**config.mk**
```make
export PLATFORM = sky130hd
export DESIGN_NAME = wnrd_dist
export DESIGN_NICKNAME = d
export VERILOG_FILES = /design/src/design/wnrd_pkg.sv /design/src/design/wnrd_dist.sv
export SDC_FILE = /design/constraint.sdc
export NUM_CORES = 2
export LEC_CHECK = 0
export ABC_CLOCK_PERIOD_IN_PS = 8100
export BUFFER_PORTS_ARGS = -buffer_cell sky130_fd_sc_hd__clkbuf_2
export CAP_MARGIN = 20
export CELL_PAD_IN_SITES_DETAIL_PLACEMENT = 1
export CELL_PAD_IN_SITES_GLOBAL_PLACEMENT = 1
export CORE_MARGIN = 3
export CORE_UTILIZATION = 55
export DETAILED_ROUTE_END_ITERATION = 8
export GPL_TIMING_DRIVEN = 1
export PLACE_DENSITY_LB_ADDON = 0.1
export SYNTH_ARGS = -nofsm -noshare
export SYNTH_HDL_FRONTEND = slang
export SYNTH_SLANG_ARGS = --single-unit
```
**constraint.sdc**
```tcl
create_clock -name clk_i -period 8.1 [get_ports clk_i]
set_clock_uncertainty 0.05 [all_clocks]
set_input_delay 1.62 -clock clk_i [delete_from_list [all_inputs] [get_ports clk_i]]
set_output_delay 1.62 -clock clk_i [all_outputs]
set_load 0.02 [all_outputs]
```
**src/design/wnrd_pkg.sv**
```systemverilog
// Shared types and constants for the windowed nearest residue distance bin block.
// No dependencies; imported by the top level, the distance pipeline and the checker.
`timescale 1ns / 1ps

package wnrd_pkg;

  // Distance cap: 999 angstrom in eighths, compared on squares
  localparam int unsigned CAP_EIGHTHS = 999 * 8;
  localparam int unsigned BEST_W      = 26;
  localparam logic [BEST_W-1:0] CAP_SQ = BEST_W'(CAP_EIGHTHS * CAP_EIGHTHS);
  localparam int unsigned DSQ_W       = 35;
  localparam logic [DSQ_W-1:0] DSQ_NONE = '1;

  localparam int unsigned HALF_W = 10;
  localparam int unsigned STEP_W = 13;

  // Register map indexes
  localparam logic [2:0] REG_WINDOW_HALF  = 3'd0;
  localparam logic [2:0] REG_EXCLUDE_HALF = 3'd1;
  localparam logic [2:0] REG_STEP_ONE     = 3'd2;
  localparam logic [2:0] REG_STEP_TWO     = 3'd3;
  localparam logic [2:0] REG_STEP_THREE   = 3'd4;

  localparam logic [HALF_W-1:0] WINDOW_HALF_RST  = HALF_W'(100);
  localparam logic [HALF_W-1:0] EXCLUDE_HALF_RST = HALF_W'(12);
  localparam logic [STEP_W-1:0] STEP_ONE_RST     = STEP_W'(32);
  localparam logic [STEP_W-1:0] STEP_TWO_RST     = STEP_W'(64);
  localparam logic [STEP_W-1:0] STEP_THREE_RST   = STEP_W'(96);

  localparam logic [1:0] BIN_NONE = 2'd3;

  localparam logic OP_APPEND = 1'b0;
  localparam logic OP_QUERY  = 1'b1;

  // Control that travels with each memory read beat
  typedef struct packed {
    logic valid;
    logic keep;
  } wnrd_tap_t;

endpackage

```
**src/design/wnrd_dist.sv**
```systemverilog
// Squared distance pipeline with running minimum for the nearest residue search.
// Depends on wnrd_pkg; fed by the coordinate memory read port of the top level.
`timescale 1ns / 1ps

module wnrd_dist import wnrd_pkg::*; #(
  parameter int COORD_BITS = 16
) (
  input  logic                    clk_i,
  input  logic                    rst_ni,
  input  logic                    clear_i,
  input  logic [3*COORD_BITS-1:0] qcoord_i,
  input  logic [3*COORD_BITS-1:0] rd_data_i,
  input  wnrd_tap_t               tap_i,
  output logic [BEST_W-1:0]       best_o,
  output logic                    found_o,
  output logic                    active_o
);

  localparam int SQ_W  = 2 * COORD_BITS + 1;
  localparam int SUM_W = 2 * COORD_BITS + 3;
  localparam int CMP_W = (SUM_W > BEST_W) ? SUM_W : BEST_W;

  logic signed [COORD_BITS:0]     diff [3];
  logic signed [2*COORD_BITS+1:0] prod [3];
  logic [SQ_W-1:0]                sq_q [3];
  wnrd_tap_t                      s2_tap_q;
  logic [SUM_W-1:0]               sum;
  logic [BEST_W-1:0]              best_q;
  logic                           found_q;

  always_comb begin
    for (int k = 0; k < 3; k++) begin
      diff[k] = $signed({qcoord_i[k*COORD_BITS+COORD_BITS-1],
                         qcoord_i[k*COORD_BITS +: COORD_BITS]})
              - $signed({rd_data_i[k*COORD_BITS+COORD_BITS-1],
                         rd_data_i[k*COORD_BITS +: COORD_BITS]});
      prod[k] = diff[k] * diff[k];
    end
  end

  // Stage two: squares per axis
  always_ff @(posedge clk_i) begin
    for (int k = 0; k < 3; k++) begin
      sq_q[k] <= prod[k][SQ_W-1:0];
    end
  end

  always_ff @(posedge clk_i or negedge rst_ni) begin
    if (!rst_ni) begin
      s2_tap_q <= '0;
    end else begin
      s2_tap_q <= tap_i;
    end
  end

  assign sum = SUM_W'(sq_q[0]) + SUM_W'(sq_q[1]) + SUM_W'(sq_q[2]);

  // Stage three: keep the smallest qualifying distance below the cap
  always_ff @(posedge clk_i or negedge rst_ni) begin
    if (!rst_ni) begin
      best_q  <= CAP_SQ;
      found_q <= 1'b0;
    end else if (clear_i) begin
      best_q  <= CAP_SQ;
      found_q <= 1'b0;
    end else if (s2_tap_q.valid && s2_tap_q.keep && (CMP_W'(sum) < CMP_W'(best_q))) begin
      best_q  <= BEST_W'(sum);
      found_q <= 1'b1;
    end
  end

  assign best_o   = best_q;
  assign found_o  = found_q;
  assign active_o = tap_i.valid || s2_tap_q.valid;

endmodule

```
==> results of run 1 <==
cells in the mapped netlist, types with 5 or more instances:
cell / instances / area (um^2)
inv_1: 1079 / 4050
fa_1: 828 / 16600
nor2_1: 347 / 1300
ha_1: 341 / 4270
nand2_1: 321 / 1200
a21oi_1: 143 / 716
xnor2_1: 135 / 1180
dfxtp_1: 96 / 1920
clkbuf_1: 82 / 308
o21ai_0: 63 / 315
a21o_1: 61 / 458
nand3_1: 50 / 250
nor3_1: 47 / 235
xor2_1: 42 / 368
o21ai_1: 37 / 185
and3_1: 25 / 156
o21a_1: 25 / 188
and2_1: 24 / 150
nor2b_1: 24 / 150
nand2b_1: 21 / 131
dfrtp_1: 17 / 425
a211oi_1: 16 / 120
o211ai_1: 14 / 105
o21bai_1: 14 / 105
inv_2: 13 / 48.8
dfstp_2: 12 / 315
nand4_1: 12 / 75.1
or3_1: 12 / 75.1
a31oi_1: 11 / 68.8
o31ai_1: 10 / 75.1
or2_2: 9 / 56.3
a21boi_0: 7 / 52.6
a211o_1: 6 / 52.6
a31o_2: 6 / 52.6
clkinv_1: 6 / 22.5
nor4_1: 6 / 37.5
a2111oi_0: 5 / 43.8
buf_6: 5 / 56.3
logic make-up after synthesis:
kind of cell	after synthesis
simple gates	917
mux	3
xor+xnor	178
buf+inv	1189
compound gates	459
flops	125
fa+ha+maj	1169
other cells	2
metrics by stage:
stage / instance area, um^2 / TNS [ns] / hold slack, ns
floorplan: 37500 / -13.59 / 0.494
detailed placement: 43900 / -71.17 / 0.444
global placement: 43900 / -43.26 / 0.430
==> impl_metrics.env, run 1 <==
export IMPL_outcome="aborted with a tool error"
export IMPL_lastStage="clock tree synthesis"
export IMPL_run_stop_error="[ERROR DPL-0033] detailed placement checks failed during check placement."
export IMPL_ys_ff_latch=125
export IMPL_synth_xor_area_share_pct=4.29
export IMPL_io_buffers=128
export IMPL_cts_made_buffers=17
export IMPL_hold_buffers=0
export IMPL_cts_htree_levels=4
export IMPL_synth_top_family_by_area="adder cells"
export IMPL_io_pins=129
export IMPL_post_dp_hpwl_um=121000
export IMPL_synthCells=4042
export IMPL_clockBufferDepth=2
export IMPL_synth_async_reset_ratio_pct=23.2
export IMPL_core_rowCount=93
export IMPL_synth_warnings=0
export IMPL_synth_edf_count=0
export IMPL_die_w_um=264
export IMPL_placedCellCount=5633
export IMPL_cts_setup_buffers=118
export IMPL_synth_area_mux_share_pct=0.0856
export IMPL_syn_avg_cell_area_um2=9.04
export IMPL_die_h_um=264
export IMPL_synth_distinct_cells=78
export IMPL_synthesis_area_mm2=0.0366
export IMPL_synth_simple_area_share_pct=10.9
export IMPL_numClockSinks=125
export IMPL_place_ws_ns=-2.04
export IMPL_cts_resized=459
export IMPL_place_congestion=0.882
export IMPL_synthFlopType="dfxtp_1"
export IMPL_ys_seq_area_share_pct=7.28
export IMPL_synthAdderAreaFrac_pct=57.0
export IMPL_cts_root_buf="clkbuf_16"
export IMPL_synth_compound_area_share_pct=8.03
export IMPL_start_util_pct=56.2
==> inputs of run 2 (changes only) <==
Settings changed: CELL_PAD_IN_SITES_DETAIL_PLACEMENT 1 to not set, CELL_PAD_IN_SITES_GLOBAL_PLACEMENT 1 to not set, CORE_UTILIZATION 55 to 40, PLACE_DENSITY_LB_ADDON 0.1 to 0.15.
==> impl_metrics.env, run 2 <==
export IMPL_synth_distinct_cells=78
export IMPL_hold_buffers=0
export IMPL_grt_overflow_total=0
export IMPL_slowest_stage="fa_1"
export IMPL_core_rowCount=110
export IMPL_synthFlopType="dfxtp_1"
export IMPL_synth_top_family_by_area="adder cells"
export IMPL_dieArea_mm2=0.0950
export IMPL_grt_pass1_vias=31325
export IMPL_fillers=8354
export IMPL_violations="setup timing"
export IMPL_setup_viol=43
export IMPL_grt_max_degree=30
export IMPL_synth_simple_area_share_pct=10.9
export IMPL_slowest_delay_ns=0.52
export IMPL_grt_pass1_wl_um=157000
export IMPL_area_growth_pct=32.4
export IMPL_synthCells=4042
export IMPL_largest_register_ffs=96
export IMPL_slew_viol_final=0
export IMPL_cp_start_kind="input port"
export IMPL_drt_iter0_drc=1318
export IMPL_synth_async_reset_ratio_pct=23.2
export IMPL_antenna_left=0
export IMPL_vias_per_cell=4.71
export IMPL_clkLatencyLatePin_ns=0.43
export IMPL_critPathMostFrequentCell="fa_1"
export IMPL_cts_tree="done"
export IMPL_numClockSinks=125
export IMPL_worstPathArrival_ns=9.10
export IMPL_io_buffers=128
export IMPL_clkTransAtPathRegs_ns=0.06
export IMPL_drive_gt1_share_pct=30.3
export IMPL_start_util_pct=40.5
export IMPL_diodes=0
export IMPL_fin_ws_ns=-0.736
export IMPL_worst_slew_pin_slew_ns=0.813
export IMPL_ys_ff_latch=125
export IMPL_worstHoldPathType="reg2reg"
export IMPL_io_pins=129
export IMPL_synth_area_leader_cell="fa_1"
export IMPL_synth_xor_area_share_pct=4.29
export IMPL_finalCritPeriodShare_pct=109
export IMPL_final_hold_violation_count=0
export IMPL_critical_path_class="in2reg"
export IMPL_cts_htree_levels=4
export IMPL_synthesis_area_mm2=0.0366
export IMPL_ys_seq_area_share_pct=7.28
export IMPL_antenna_found_initial=1
export IMPL_final_common_cell="inv_1"
export IMPL_routedWlPerCell_um=15.3
export IMPL_nets=6207
export IMPL_ys_top_cells_by_count="inv_1, fa_1, nor2_1"
export IMPL_final_cell_mix="inv_1, fa_1, buf_4, ha_1, nor2_1"
export IMPL_synthAdderAreaFrac_pct=57.0
export IMPL_syn_avg_cell_area_um2=9.04
export IMPL_place_ws_ns=-1.44
export IMPL_end_kind="flip-flop"
export IMPL_rsz0062_at_grt="yes"
export IMPL_die_h_um=308
export IMPL_cts_made_buffers=17
export IMPL_vias=28878
export IMPL_fmax_ghz=0.113
export IMPL_synth_compound_area_share_pct=8.03
export IMPL_synth_area_mux_share_pct=0.0856
export IMPL_place_congestion=0.863
export IMPL_yosysTopAreaCellShare_pct=45.4
export IMPL_drt_pre_antenna_iters=5
export IMPL_fin_crit_ns=8.84
export IMPL_post_dp_hpwl_um=81700
export IMPL_grt_use_total_pct=20.6
export IMPL_largest_register="sq_q"
export IMPL_drc=0
export IMPL_synth_most_common_cell="inv_1"
export IMPL_slew_headroom_pct=45.8
export IMPL_clockBufferDepth=2
export IMPL_cts_root_buf="clkbuf_16"
export IMPL_synth_warnings=0
export IMPL_synth_edf_count=0
export IMPL_die_w_um=308
export IMPL_drt_total_wl_um=93800
export IMPL_outcome="complete, but fails checks"
export IMPL_critPathMaxFanout=5
export IMPL_ys_top_cells_by_area="fa_1, ha_1, inv_1, dfxtp_1, nor2_1"
export IMPL_core_region_area_mm2=0.0903
export IMPL_required_ns=8.36
export IMPL_maxCapViolCount=0
run 2: cell counts after synthesis:
Identical to the previous run, type by type.
run 2: layout make-up:
class,instances,area (um^2),share of cell area [%]
multi-input cells,2729,31800,65.8
repair buffers,966,7530,15.6
inverters,1098,4220,8.72
flip-flops and latches,125,2660,5.50
well taps,1176,1470,3.04
clock buffers,20,467,0.964
clock inverters,12,206,0.427
run 2: what timing repair did:
item | 4_1_cts | 5_1_grt
gates resized for setup | 270 | 290
pin swaps | 216 | 265
setup endpoints to repair | 49 | 60
endpoints found under the hold margin | 0 | 0
buffers inserted | 109 | 66
run 2: layer usage:
metal | wire (um) | up-vias | track usage (%)
met4 | 1740 | 0 | 3.68
li1 | - | 13934 | -
met1 | 42600 | 14436 | 28.2
met5 | 0 | - | 0
met2 | 46300 | 428 | 35.8
met3 | 3080 | 80 | 2.04
run 2: critical path: cells and delay by family:
| kind | cells | cell delay, ns |
|---|---|---|
| AOI/OAI and AO/OA | 13 | 2.35 |
| xor gates and xnor gates | 1 | 0.17 |
| adders and majority gates | 9 | 3.73 |
| buffers and inverters | 9 | 0.77 |
| and+or+nand+nor | 3 | 0.44 |
run 2: per-stage QoR:
step | TNS (ns) | instances | instance area (um^2) | util, % | hold WS (ns)
floorplan | -13.59 | 4043 | 37500 | - | 0.494
global placement | -44.44 | 5966 | 44500 | 49.3 | 0.428
detailed placement | -45.80 | 5966 | 44500 | 49.3 | 0.440
CTS | -15.84 | 6093 | 47100 | 52.1 | 0.456
global route | -28.93 | 6126 | 48400 | 53.6 | 0.492
finish | -15.02 | 6126 | 48400 | 53.6 | 0.451
run 2: worst paths after layout:
kind,startpoint,end,slack [ns],cells past startpoint
min in group asynchronous,rst_ni,found_o,1.22,1
max,qcoord_i[0],sq_q[0][32],-0.74,35
max in group asynchronous,rst_ni,best_o[20],6.26,1
min reg2reg,found_o,found_o,0.45,2
min,found_o,found_o,0.45,2
max reg2reg,sq_q[0][72],best_o[0],2.54,16
run 2: logic make-up after synthesis:
kind of cell / Yosys count
muxes: 3
buffers and inverters: 1189
and+or+nand+nor: 917
adders and majority gates: 1169
other: 2
AOI/OAI and AO/OA: 459
xor gates and xnor gates: 178
DFF: 125
Power of run 2 is left out: the tool's default activity adds up to more than one toggle a clock period on the data nets, which glitch-free logic cannot reach.
